[src/hdl/dltq_pkg.sv]
// ----------------------------------------------------------------------------
// dltq_pkg
// shared types and constants of the delta list timer queue
// ----------------------------------------------------------------------------
`timescale 1ns / 1ps
`default_nettype none

package dltq_pkg;

   localparam int NUM_ENTRIES = 32;
   localparam int IDX_W       = $clog2(NUM_ENTRIES);
   localparam int LINK_W      = $clog2(NUM_ENTRIES + 1);
   localparam int DELTA_W     = 16;
   localparam int HANDLE_W    = 16;

   localparam logic [LINK_W-1:0] NULL_LINK = LINK_W'(NUM_ENTRIES);

   typedef enum logic [1:0] {
      FUNC_TICK    = 2'd0,
      FUNC_INSERT  = 2'd1,
      FUNC_SERVICE = 2'd2
   } func_type;

   typedef enum logic [2:0] {
      KIND_INSERTED = 3'd0,
      KIND_OVERFLOW = 3'd1,
      KIND_TICK     = 3'd2,
      KIND_EXPIRED  = 3'd3,
      KIND_NONE     = 3'd4
   } kind_type;

   typedef struct packed {
      logic [LINK_W-1:0]  link;
      logic [DELTA_W-1:0] delta;
   } node_type;

   typedef struct packed {
      logic                rd_en;
      logic [IDX_W-1:0]    rd_addr;
      logic                wr_en;
      logic [IDX_W-1:0]    wr_addr;
      node_type            wr_node;
      logic                hwr_en;
      logic [IDX_W-1:0]    hwr_addr;
      logic [HANDLE_W-1:0] hwr_data;
   } store_req_type;

   typedef struct packed {
      logic                ready;
      node_type            node;
      logic [HANDLE_W-1:0] handle;
   } store_rsp_type;

   function automatic logic link_valid(input logic [LINK_W-1:0] link);
      return link < LINK_W'(NUM_ENTRIES);
   endfunction

endpackage

`default_nettype wire

[src/hdl/dltq_store.sv]
// ----------------------------------------------------------------------------
// dltq_store
// entry pool memories with a link initialization sweep after reset
// ----------------------------------------------------------------------------
`timescale 1ns / 1ps
`default_nettype none

module dltq_store
   import dltq_pkg::*;
(
   input  wire logic          clock,
   input  wire logic          reset,
   input  wire store_req_type req,
   output store_rsp_type      rsp
);

   node_type            node_mem [NUM_ENTRIES];
   logic [HANDLE_W-1:0] handle_mem [NUM_ENTRIES];

   logic [IDX_W-1:0]    init_idx_ff;
   logic                init_done_ff;
   node_type            rd_node_ff;
   logic [HANDLE_W-1:0] rd_handle_ff;

   logic                wr_en;
   logic [IDX_W-1:0]    wr_addr;
   node_type            wr_node;

   // free list chain: entry i links to i + 1, the last one to null
   always_comb begin
      if (!init_done_ff) begin
         wr_en         = 1'b1;
         wr_addr       = init_idx_ff;
         wr_node.link  = LINK_W'(init_idx_ff) + LINK_W'(1);
         wr_node.delta = '0;
      end else begin
         wr_en   = req.wr_en;
         wr_addr = req.wr_addr;
         wr_node = req.wr_node;
      end
   end

   always_ff @(posedge clock) begin
      if (reset) begin
         init_idx_ff  <= '0;
         init_done_ff <= 1'b0;
      end else if (!init_done_ff) begin
         init_idx_ff <= init_idx_ff + IDX_W'(1);
         if (init_idx_ff == IDX_W'(NUM_ENTRIES - 1)) begin
            init_done_ff <= 1'b1;
         end
      end
   end

   always_ff @(posedge clock) begin
      if (wr_en) begin
         node_mem[wr_addr] <= wr_node;
      end
      if (req.hwr_en) begin
         handle_mem[req.hwr_addr] <= req.hwr_data;
      end
      if (req.rd_en) begin
         rd_node_ff   <= node_mem[req.rd_addr];
         rd_handle_ff <= handle_mem[req.rd_addr];
      end
   end

   assign rsp.ready  = init_done_ff;
   assign rsp.node   = rd_node_ff;
   assign rsp.handle = rd_handle_ff;

endmodule

`default_nettype wire

[src/hdl/delta_list_timer_queue_top.sv]
// ----------------------------------------------------------------------------
// delta_list_timer_queue_top
// timer queue kept as a delta list of linked entries in a memory pool
// ----------------------------------------------------------------------------
//  channel  dir  signals                       contents
//  req      in   tvalid tready tdata tuser     tdata: delay_ticks, handle
//                                              tuser: func
//  rsp      out  tvalid tready tdata tuser     tdata: expired_handle
//                tlast                         tuser: kind, tlast: last
//  csr      in   valid ready wdata             wdata: hold_expiry
//
//  busy from the accepting edge until the result is loaded, then idle for the next request
//  tick: on a nonempty list walks leading zero-delta entries, then decrements the first nonzero delta
//  insert: overflow when full, else reads entries from the head until the insert point
//  service: none when held or empty, else pops each expired entry from the head
//  after reset a sweep chains the free list, req held off
//  a result waiting in the rsp register holds emit and, once a handle is pending, each service pop
// ----------------------------------------------------------------------------
`timescale 1ns / 1ps
`default_nettype none

module delta_list_timer_queue_top
   import dltq_pkg::*;
(
   input  wire logic        clock,
   input  wire logic        reset,
   input  wire logic        req_tvalid,
   output logic             req_tready,
   input  wire logic [31:0] req_tdata,   // delay_ticks, handle
   input  wire logic [1:0]  req_tuser,   // func
   output logic             rsp_tvalid,
   input  wire logic        rsp_tready,
   output logic [15:0]      rsp_tdata,   // expired_handle
   output logic [2:0]       rsp_tuser,   // kind
   output logic             rsp_tlast,
   input  wire logic        csr_valid,
   output logic             csr_ready,
   input  wire logic        csr_wdata
);

   typedef enum logic [2:0] {
      ST_IDLE,
      ST_TICK,
      ST_INS_FREE,
      ST_INS_WALK,
      ST_INS_LINK,
      ST_INS_PREV,
      ST_SVC,
      ST_EMIT
   } state_type;

   state_type           state_ff, state_in;
   logic [LINK_W-1:0]   p_ff, p_in;
   logic [IDX_W-1:0]    fresh_ff, fresh_in;
   logic [LINK_W-1:0]   prev_ff, prev_in;
   logic [DELTA_W-1:0]  prev_delta_ff, prev_delta_in;
   logic [LINK_W-1:0]   next_ff, next_in;
   logic [DELTA_W-1:0]  t_ff, t_in;
   logic [LINK_W-1:0]   active_head_ff, active_head_in;
   logic [LINK_W-1:0]   free_head_ff, free_head_in;
   logic                hold_ff;
   logic                pend_ff, pend_in;
   logic [HANDLE_W-1:0] pend_handle_ff, pend_handle_in;
   kind_type            em_kind_ff, em_kind_in;
   logic [HANDLE_W-1:0] em_handle_ff, em_handle_in;
   logic                rsp_valid_ff, rsp_valid_in;
   kind_type            rsp_kind_ff, rsp_kind_in;
   logic [HANDLE_W-1:0] rsp_handle_ff, rsp_handle_in;
   logic                rsp_last_ff, rsp_last_in;

   store_req_type       sreq;
   store_rsp_type       srsp;

   logic                req_fire;
   logic                out_free;
   logic                out_load;
   kind_type            out_kind;
   logic [HANDLE_W-1:0] out_handle;
   logic                out_last;
   logic [DELTA_W-1:0]  req_delay;
   logic [HANDLE_W-1:0] req_handle;

   dltq_store u_store (
      .clock (clock),
      .reset (reset),
      .req   (sreq),
      .rsp   (srsp)
   );

   assign req_tready = (state_ff == ST_IDLE) && srsp.ready;
   assign req_fire   = req_tvalid && req_tready;
   assign req_delay  = req_tdata[15:0];
   assign req_handle = req_tdata[31:16];
   assign out_free   = !rsp_valid_ff || rsp_tready;
   assign csr_ready  = 1'b1;

   always_comb begin
      state_in       = state_ff;
      p_in           = p_ff;
      fresh_in       = fresh_ff;
      prev_in        = prev_ff;
      prev_delta_in  = prev_delta_ff;
      next_in        = next_ff;
      t_in           = t_ff;
      active_head_in = active_head_ff;
      free_head_in   = free_head_ff;
      pend_in        = pend_ff;
      pend_handle_in = pend_handle_ff;
      em_kind_in     = em_kind_ff;
      em_handle_in   = em_handle_ff;
      out_load       = 1'b0;
      out_kind       = em_kind_ff;
      out_handle     = em_handle_ff;
      out_last       = 1'b1;
      sreq           = '0;

      case (state_ff)
         ST_IDLE: begin
            if (req_fire) begin
               em_handle_in = '0;
               case (func_type'(req_tuser))
                  FUNC_TICK: begin
                     if (link_valid(active_head_ff)) begin
                        sreq.rd_en   = 1'b1;
                        sreq.rd_addr = active_head_ff[IDX_W-1:0];
                        p_in         = active_head_ff;
                        state_in     = ST_TICK;
                     end else begin
                        em_kind_in = KIND_TICK;
                        state_in   = ST_EMIT;
                     end
                  end
                  FUNC_INSERT: begin
                     if (link_valid(free_head_ff)) begin
                        fresh_in      = free_head_ff[IDX_W-1:0];
                        t_in          = req_delay;
                        sreq.rd_en    = 1'b1;
                        sreq.rd_addr  = free_head_ff[IDX_W-1:0];
                        sreq.hwr_en   = 1'b1;
                        sreq.hwr_addr = free_head_ff[IDX_W-1:0];
                        sreq.hwr_data = req_handle;
                        state_in      = ST_INS_FREE;
                     end else begin
                        em_kind_in = KIND_OVERFLOW;
                        state_in   = ST_EMIT;
                     end
                  end
                  FUNC_SERVICE: begin
                     if (!hold_ff && link_valid(active_head_ff)) begin
                        sreq.rd_en   = 1'b1;
                        sreq.rd_addr = active_head_ff[IDX_W-1:0];
                        p_in         = active_head_ff;
                        pend_in      = 1'b0;
                        state_in     = ST_SVC;
                     end else begin
                        em_kind_in = KIND_NONE;
                        state_in   = ST_EMIT;
                     end
                  end
                  default: begin
                     state_in = ST_IDLE;
                  end
               endcase
            end
         end

         ST_TICK: begin
            if (srsp.node.delta != '0) begin
               sreq.wr_en         = 1'b1;
               sreq.wr_addr       = p_ff[IDX_W-1:0];
               sreq.wr_node.link  = srsp.node.link;
               sreq.wr_node.delta = srsp.node.delta - DELTA_W'(1);
               em_kind_in         = KIND_TICK;
               state_in           = ST_EMIT;
            end else if (link_valid(srsp.node.link)) begin
               sreq.rd_en   = 1'b1;
               sreq.rd_addr = srsp.node.link[IDX_W-1:0];
               p_in         = srsp.node.link;
            end else begin
               em_kind_in = KIND_TICK;
               state_in   = ST_EMIT;
            end
         end

         ST_INS_FREE: begin
            free_head_in = srsp.node.link;
            prev_in      = NULL_LINK;
            if (link_valid(active_head_ff)) begin
               sreq.rd_en   = 1'b1;
               sreq.rd_addr = active_head_ff[IDX_W-1:0];
               p_in         = active_head_ff;
               state_in     = ST_INS_WALK;
            end else begin
               next_in  = NULL_LINK;
               state_in = ST_INS_LINK;
            end
         end

         ST_INS_WALK: begin
            if (srsp.node.delta < t_ff) begin
               t_in          = t_ff - srsp.node.delta;
               prev_in       = p_ff;
               prev_delta_in = srsp.node.delta;
               if (link_valid(srsp.node.link)) begin
                  sreq.rd_en   = 1'b1;
                  sreq.rd_addr = srsp.node.link[IDX_W-1:0];
                  p_in         = srsp.node.link;
               end else begin
                  next_in  = NULL_LINK;
                  state_in = ST_INS_LINK;
               end
            end else begin
               // follower keeps only what lies beyond the new entry
               sreq.wr_en         = 1'b1;
               sreq.wr_addr       = p_ff[IDX_W-1:0];
               sreq.wr_node.link  = srsp.node.link;
               sreq.wr_node.delta = srsp.node.delta - t_ff;
               next_in            = p_ff;
               state_in           = ST_INS_LINK;
            end
         end

         ST_INS_LINK: begin
            sreq.wr_en         = 1'b1;
            sreq.wr_addr       = fresh_ff;
            sreq.wr_node.link  = next_ff;
            sreq.wr_node.delta = t_ff;
            if (link_valid(prev_ff)) begin
               state_in = ST_INS_PREV;
            end else begin
               active_head_in = LINK_W'(fresh_ff);
               em_kind_in     = KIND_INSERTED;
               state_in       = ST_EMIT;
            end
         end

         ST_INS_PREV: begin
            sreq.wr_en         = 1'b1;
            sreq.wr_addr       = prev_ff[IDX_W-1:0];
            sreq.wr_node.link  = LINK_W'(fresh_ff);
            sreq.wr_node.delta = prev_delta_ff;
            em_kind_in         = KIND_INSERTED;
            state_in           = ST_EMIT;
         end

         ST_SVC: begin
            if (!(pend_ff && !out_free)) begin
               if (srsp.node.delta == '0) begin
                  // pop head back onto the free list
                  active_head_in     = srsp.node.link;
                  free_head_in       = p_ff;
                  sreq.wr_en         = 1'b1;
                  sreq.wr_addr       = p_ff[IDX_W-1:0];
                  sreq.wr_node.link  = free_head_ff;
                  sreq.wr_node.delta = srsp.node.delta;
                  if (pend_ff) begin
                     out_load   = 1'b1;
                     out_kind   = KIND_EXPIRED;
                     out_handle = pend_handle_ff;
                     out_last   = 1'b0;
                  end
                  if (link_valid(srsp.node.link)) begin
                     pend_in        = 1'b1;
                     pend_handle_in = srsp.handle;
                     sreq.rd_en     = 1'b1;
                     sreq.rd_addr   = srsp.node.link[IDX_W-1:0];
                     p_in           = srsp.node.link;
                  end else begin
                     pend_in      = 1'b0;
                     em_kind_in   = KIND_EXPIRED;
                     em_handle_in = srsp.handle;
                     state_in     = ST_EMIT;
                  end
               end else begin
                  pend_in = 1'b0;
                  if (pend_ff) begin
                     em_kind_in   = KIND_EXPIRED;
                     em_handle_in = pend_handle_ff;
                  end else begin
                     em_kind_in   = KIND_NONE;
                     em_handle_in = '0;
                  end
                  state_in = ST_EMIT;
               end
            end
         end

         ST_EMIT: begin
            if (out_free) begin
               out_load = 1'b1;
               state_in = ST_IDLE;
            end
         end

         default: begin
            state_in = ST_IDLE;
         end
      endcase

      if (out_load) begin
         rsp_valid_in  = 1'b1;
         rsp_kind_in   = out_kind;
         rsp_handle_in = out_handle;
         rsp_last_in   = out_last;
      end else begin
         rsp_valid_in  = rsp_valid_ff && !rsp_tready;
         rsp_kind_in   = rsp_kind_ff;
         rsp_handle_in = rsp_handle_ff;
         rsp_last_in   = rsp_last_ff;
      end
   end

   always_ff @(posedge clock) begin
      if (reset) begin
         state_ff       <= ST_IDLE;
         active_head_ff <= NULL_LINK;
         free_head_ff   <= '0;
         hold_ff        <= 1'b0;
         pend_ff        <= 1'b0;
         rsp_valid_ff   <= 1'b0;
      end else begin
         state_ff       <= state_in;
         active_head_ff <= active_head_in;
         free_head_ff   <= free_head_in;
         pend_ff        <= pend_in;
         rsp_valid_ff   <= rsp_valid_in;
         if (csr_valid && csr_ready) begin
            hold_ff <= csr_wdata;
         end
      end
      p_ff           <= p_in;
      fresh_ff       <= fresh_in;
      prev_ff        <= prev_in;
      prev_delta_ff  <= prev_delta_in;
      next_ff        <= next_in;
      t_ff           <= t_in;
      pend_handle_ff <= pend_handle_in;
      em_kind_ff     <= em_kind_in;
      em_handle_ff   <= em_handle_in;
      rsp_kind_ff    <= rsp_kind_in;
      rsp_handle_ff  <= rsp_handle_in;
      rsp_last_ff    <= rsp_last_in;
   end

   assign rsp_tvalid = rsp_valid_ff;
   assign rsp_tuser  = rsp_kind_ff;
   assign rsp_tdata  = rsp_handle_ff;
   assign rsp_tlast  = rsp_last_ff;

endmodule

`default_nettype wire

[config.mk]
export PLATFORM = sky130hd
export DESIGN_NAME = delta_list_timer_queue_top
export DESIGN_NICKNAME = d
export VERILOG_FILES = /design/src/hdl/dltq_pkg.sv /design/src/hdl/dltq_store.sv /design/src/hdl/delta_list_timer_queue_top.sv
export SDC_FILE = /design/constraint.sdc
export NUM_CORES = 2
export LEC_CHECK = 0
export BUFFER_PORTS_ARGS = -buffer_cell sky130_fd_sc_hd__buf_2
export CORE_ASPECT_RATIO = 0.5
export CORE_MARGIN = 2
export CORE_UTILIZATION = 52
export DETAILED_ROUTE_END_ITERATION = 10
export GPL_TIMING_DRIVEN = 1
export HOLD_SLACK_MARGIN = 0.02
export PLACE_DENSITY_LB_ADDON = 0.15
export SKIP_LAST_GASP = 1
export SYNTH_ARGS = -nofsm -noshare
export SYNTH_HDL_FRONTEND = slang
export SYNTH_HIERARCHICAL = 1
export SYNTH_SLANG_ARGS = --single-unit
[constraint.sdc]
create_clock -name clock -period 14.4 [get_ports clock]
set_input_delay 1.44 -clock clock [delete_from_list [all_inputs] [get_ports clock]]
set_output_delay 1.44 -clock clock [all_outputs]
set_load 0.02 [all_outputs]
==> Word level (Yosys, flattened, before mapping) <==
Memory sizes are Yosys's and may differ from the RTL's. A register that Yosys moved wholly into a read port is not among the register bits.
Cells that the tools add are included.
Widths: inputs -> output; s select.
{ "word_totals": {"mem_count": 2, "reg_bits": 134, "latchBits": 0, "out_inout_bits": 23, "in_bits": 40, "mem_bits_ro": 0, "wordCells": 212, "ram_bits": 1216} }
{ "op_classes": {"order_cmp": 5, "multipliers": 0, "addsub": 5, "n_shift": 0, "n_bitwise": 3, "n_div": 0, "n_eq_ne": 31, "n_reduce_logical": 35, "n_mux": 111} }
{ "mem_list": {"columns": ["memory", "depth", "word_bits", "read_ports", "rd_ports_with_merged_regs", "write_ports", "line_no", "source"], "rows": [
  ["u_store.node_mem", 32, 22, 1, 1, 1, "dltq_store.sv:17", "node_type node_mem [NUM_ENTRIES];"],
  ["u_store.handle_mem", 32, 16, 1, 1, 1, "dltq_store.sv:18", "logic [HANDLE_W-1:0] handle_mem [NUM_ENTRIES];"]
]} }
{ "op_table": {"columns": ["op", "count"], "rows": [
  ["$mux 16", 13],
  ["$mux 6", 24],
  ["$pmux 28 s5", 1],
  ["$mux 22", 5],
  ["$mux 3", 26],
  ["$mux 34", 2],
  ["$pmux 16 s2", 2],
  ["$pmux 6 s2", 5],
  ["$pmux 6 s5", 2],
  ["$mux 28", 2],
  ["$sub 16x16->16", 2],
  ["$lt 6x6->1 const B", 4],
  ["$pmux 3 s8", 1],
  ["$ne 3x3->1 const B", 7],
  ["$mux 1", 20],
  ["$reduce_and 4->1", 5],
  ["$pmux 3 s3", 2],
  ["$pmux 6 s3", 1],
  ["$logic_not 16->1", 1],
  ["$lt 16x16->1", 1],
  ["$ne 2x2->1 const B", 8],
  ["$reduce_bool 16->1", 1],
  ["$sub 16x1->16 const B", 1],
  ["$pmux 3 s5", 1],
  ["28 further kinds", 53]
]} }

==> Longest topological paths before layout <==
{ "depth": {"word_depth": 9, "mapped_depth": 18, "depth_no_buf": 14} }

==> Modules after synthesis <==
The synthesis kept the hierarchy.
{ "modules_own_cells": {"columns": ["module", "instances", "area_per_inst_um2", "cells_each", "seq_area_each_um2"], "rows": [
  ["dltq_store", 1, 49251.0, 2803, 37776.2],
  ["delta_list_timer_queue_top", 1, 8587.0, 893, 3663.5]
]} }

==> Worst setup path after synthesis <==
No wires, ideal clock.
{ "synth_timing": {"kind": "input port to flip-flop", "startpoint": "in rsp_tready", "endpoint": "reg u_store.rd_handle_ff[0], read port of u_store.handle_mem (enable)", "setup_time_ps": 486, "t_required_ps": 13914, "setup_slack_ps": 9222, "arrival_time_ps": 4692, "stages": 6, "path_buffers": 0, "path_cell_list": "nand2b_1 -> or2_2 -> a21oi_1 -> nor2_1 -> a21oi_1 -> o21ai_0"} }
{ "synth_lines": {"columns": ["item", "line_no", "source"], "rows": [
  ["from (decl)", "delta_list_timer_queue_top.sv:32", "input wire logic rsp_tready,"],
  ["to (decl)", "dltq_store.sv:23", "logic [HANDLE_W-1:0] rd_handle_ff;"]
]} }

==> flow_metrics.tcl <==
set metrics [dict create \
    slew_viol_final 0 \
    synth-xor-area-share_pct 0.4391 \
    fp.dieH_um 239.8 \
    final.min_clock_period_ns 6.932 \
    relSlewSlack_pct 12.35 \
    synthMuxAreaShare_pct 11.50 \
    grt_setup_unrepaired "no" \
    gp_congestion 0.8974 \
    grt_pass1_vias 31230 \
    fin_crit_sh_pct 48.14 \
    antennaDiodeCount 0 \
    power_leakage_nw 18.16 \
    place_inst 5139 \
    layout-drive-gt1-share_pct 10.62 \
    fillers 8544 \
    firstDrtPassIters 5 \
    worst_setup_path_start_kind "flop" \
    grt_pass1_wl_um 205600 \
    end_kind "flop" \
    ys_ff_latch 1388 \
    critPathMaxStageDelay_ns 0.73 \
    synth_edf_count 1364 \
    cts_buffer_depth 3 \
    die_area_um2 114100 \
    syn_area_per_cell_um2 15.65 \
    crit_chain "inv_1 > ha_1 > fa_1 > nand2b_1 > a211oi_1 > o21ai_1 > a22o_1 > a21oi_1 > o21ai_0 > nor2_4 > buf_4 > buf_4 > a22o_1 > nor3_1 > a31oi_1 > nand3_1" \
    ys_warn_count 6 \
    min_to "u_store/init_idx_ff[4]" \
    fin_setup_tns_ns 0 \
    final_core_util_pct 57.48 \
    cts_resized 0 \
    cts_made_buffers 116 \
    start_util_pct 52.49 \
    hp-class "flop to flop" \
    htree_levels 3 \
    fmax_mhz 144.2 \
    min-delay-start "u_store/init_idx_ff[4]" \
    vias 32380 \
    cpMaxStageDelayCell "buf_4" \
    hold_violations 0 \
    core-area_um2 110200 \
    reg2reg_depth 16 \
    setup_violations 0 \
    synthDistinctLibCells 77 \
    seq_area_frac_synth_pct 71.65 \
    drt-wirelength-per-cell_um 26.09 \
    p_per_area_nw_per_um2 130.6 \
    synth_compound_area_share_pct 7.318 \
    syn-num-nets 3778 \
    grt_max_degree 134 \
    critPathKind "flop to flop" \
    drt-initial-drc-count 3747 \
    synthesis.area_um2 57840 \
    antenna_found_initial 3 \
    cts_tree "yes" \
    synth_simple_gate_area_share_pct 5.594 \
    clock_skew_ns 0.02103 \
    ant_nets 0 \
    cts_root_buffer "clkbuf_16" \
    ys.flop_type "edfxtp_1" \
    syn_to_final_growth_pct 9.512 \
    drt_wl_total_um 139800 \
    yosys-top-cells-area "edfxtp_1 71%, mux2i_1 11%, a22oi_1 1.6%" \
    critical_path_arrival_ns 7.38 \
    gr-total-overflow 0 \
    syn_inst 3696 \
    placementRows 86 \
    drv_cap 0 \
    synth_top_family_by_area "multiplexers" \
    hpwl_um 81290 \
    regToRegSetupSlack_ns 7.47 \
    worstReg2RegEnd "u_store/rd_handle_ff[0]" \
    yosysTopAreaCellShare_pct 70.82 \
    synth_fa_ha_area_share_pct 0.9345 \
    crit_required_ns 14.85 \
    cts_num_sinks 1388 \
    status "finished clean" \
    reg2reg_from "u_store/rsp[16]" \
    ios 63 \
    async_reset_ff_share_pct 0 \
    worstMarginPinSlew_ns 1.315 \
    fin_nets 3843 \
    post_cts_buffers 0 \
    portBuffers 61 \
    critPathMaxFanout 52 \
    viasPerCell 6.044 \
    clock_latency_ns 0.74 \
    yosysTopAreaCell "edfxtp_1" \
    gr-usage-all-layers_pct 24.44 \
    vdd_ir_drop_max_mv 0.1091 \
    clk_pin_slew_ns 0.07 \
    die_x_um 475.7 \
    drc_errors 0 \
    whs_path_depth 2 \
    cts_hold_buf 0 \
    instances_no_fill 5358 \
]
[cell families (layout without fill, tap and decap cells)]
logic type,after synthesis,in the layout
flip-flops,1388,1388
AND/OR/NAND/NOR,686,686
other,1,1
adder cells (fa/ha/maj),42,42
buffers and inverters,267,433
multiplexers,662,662
XOR/XNOR,29,29
AO/OA/AOI/OAI,621,621
[critical path: cells and delay by family (launching register included)]
kind                     cells  cell delay, ns
AO/OA/AOI/OAI                7            2.92
buffers and inverters        3            1.55
AND/OR/NAND/NOR              4            1.01
adder cells (fa/ha/maj)      2            0.63
flip-flops                   1            0.44
[how the worst max path moves through the flow]
stage | to | from | depth (start not counted)
CTS | u_store/rd_handle_ff[12] | u_store/rsp[16] | 16
global route | u_store/rd_handle_ff[12] | u_store/rsp[16] | 16
global placement | u_store/rd_handle_ff[12] | rsp_tready | 14
finish | u_store/rd_handle_ff[0] | u_store/rsp[16] | 16
floorplan | u_store/rd_handle_ff[0] | rsp_tready | 6
detailed placement | u_store/rd_handle_ff[12] | rsp_tready | 14
[sequential cells by signal (all words and copies together) (netlist names), 5 cells and up]
register,count
pend_handle_ff,16
fresh_ff,5
u_store/rd_handle_ff,16
u_store/init_idx_ff,5
u_store/node_mem,704
u_store/handle_mem,512
prev_ff,6
rsp_tdata,16
em_handle_ff,16
free_head_ff,6
next_ff,6
u_store/rsp,22
prev_delta_ff,16
active_head_ff,6
p_ff,6
t_ff,16
[placed cells by master (no fill, tap or decap), drive strengths merged, types with 10 or more instances in the layout]
| cell | netlist | final |
|---|---|---|
| edfxtp | 1364 | 1364 |
| mux2i | 641 | 641 |
| nand2 | 222 | 222 |
| a21oi | 168 | 168 |
| buf | 137 | 163 |
| clkbuf | 79 | 151 |
| nor2 | 134 | 134 |
| nand3 | 131 | 131 |
| a22oi | 120 | 120 |
| a22o | 96 | 96 |
| o21ai | 70 | 70 |
| nor3 | 61 | 61 |
| clkinv | 1 | 56 |
| and2 | 55 | 55 |
| inv | 50 | 55 |
| a31oi | 45 | 45 |
| ha | 40 | 40 |
| nand2b | 27 | 27 |
| dfxtp | 24 | 24 |
| mux2 | 21 | 21 |
| xnor2 | 20 | 20 |
| a21o | 13 | 13 |
| o211ai | 12 | 12 |
| a311oi | 12 | 12 |
| o21a | 11 | 11 |
| a221o | 10 | 10 |
[through the flow]
step	hold slack, ns	power [mW]	area (µm²)	setup slack [ns]
after floorplan	0.4268	5.073	57840	9.222
after global placement	0.4622	5.269	59730	7.700
after detailed placement	0.4727	5.281	59730	7.611
after CTS	0.4825	8.316	63340	7.612
after global routing	0.5257	8.533	63340	7.239
final	0.4786	8.270	63340	7.468
[cells in the mapped netlist, types with 10 or more instances]
master,n
nand3_1,131
inv_1,50
o21ai_0,68
buf_1,21
buf_2,42
mux2i_1,641
and2_1,55
a221o_1,10
a22o_1,96
a21oi_1,168
dfxtp_1,24
mux2_2,20
nand2_1,222
buf_6,19
clkbuf_1,77
a31oi_1,45
nor3_1,60
buf_4,46
ha_1,40
o211ai_1,12
a311oi_1,12
edfxtp_1,1364
nand2b_1,27
a21o_1,13
a22oi_1,120
o21a_1,11
xnor2_1,20
nor2_1,133
[final cells by class]
cell class / instances / area [µm²] / share of cell area (%)
Multi-Input combinational cell: 2041 / 15090 / 23.82
Tap cell: 1496 / 1872 / 2.955
Clock inverter: 68 / 473.0 / 0.7467
Clock buffer: 151 / 3139 / 4.956
Timing Repair Buffer: 163 / 1134 / 1.790
Sequential cell: 1388 / 41440 / 65.43
Inverter: 51 / 191.4 / 0.3022
[routing by layer]
metal / track usage, % / wire [µm]
met5: 0 / 0
met4: 5.974 / 3046
met3: 3.636 / 9164
met2: 37.64 / 64280
met1: 36.74 / 63310
[where the power goes]
group          switching [mW]  internal (mW)  total (mW)
clock                    1.43           1.63        3.06
combinational           0.414          0.225       0.639
sequential             0.0618           4.51        4.57
(Power assumes the default switching activity.)
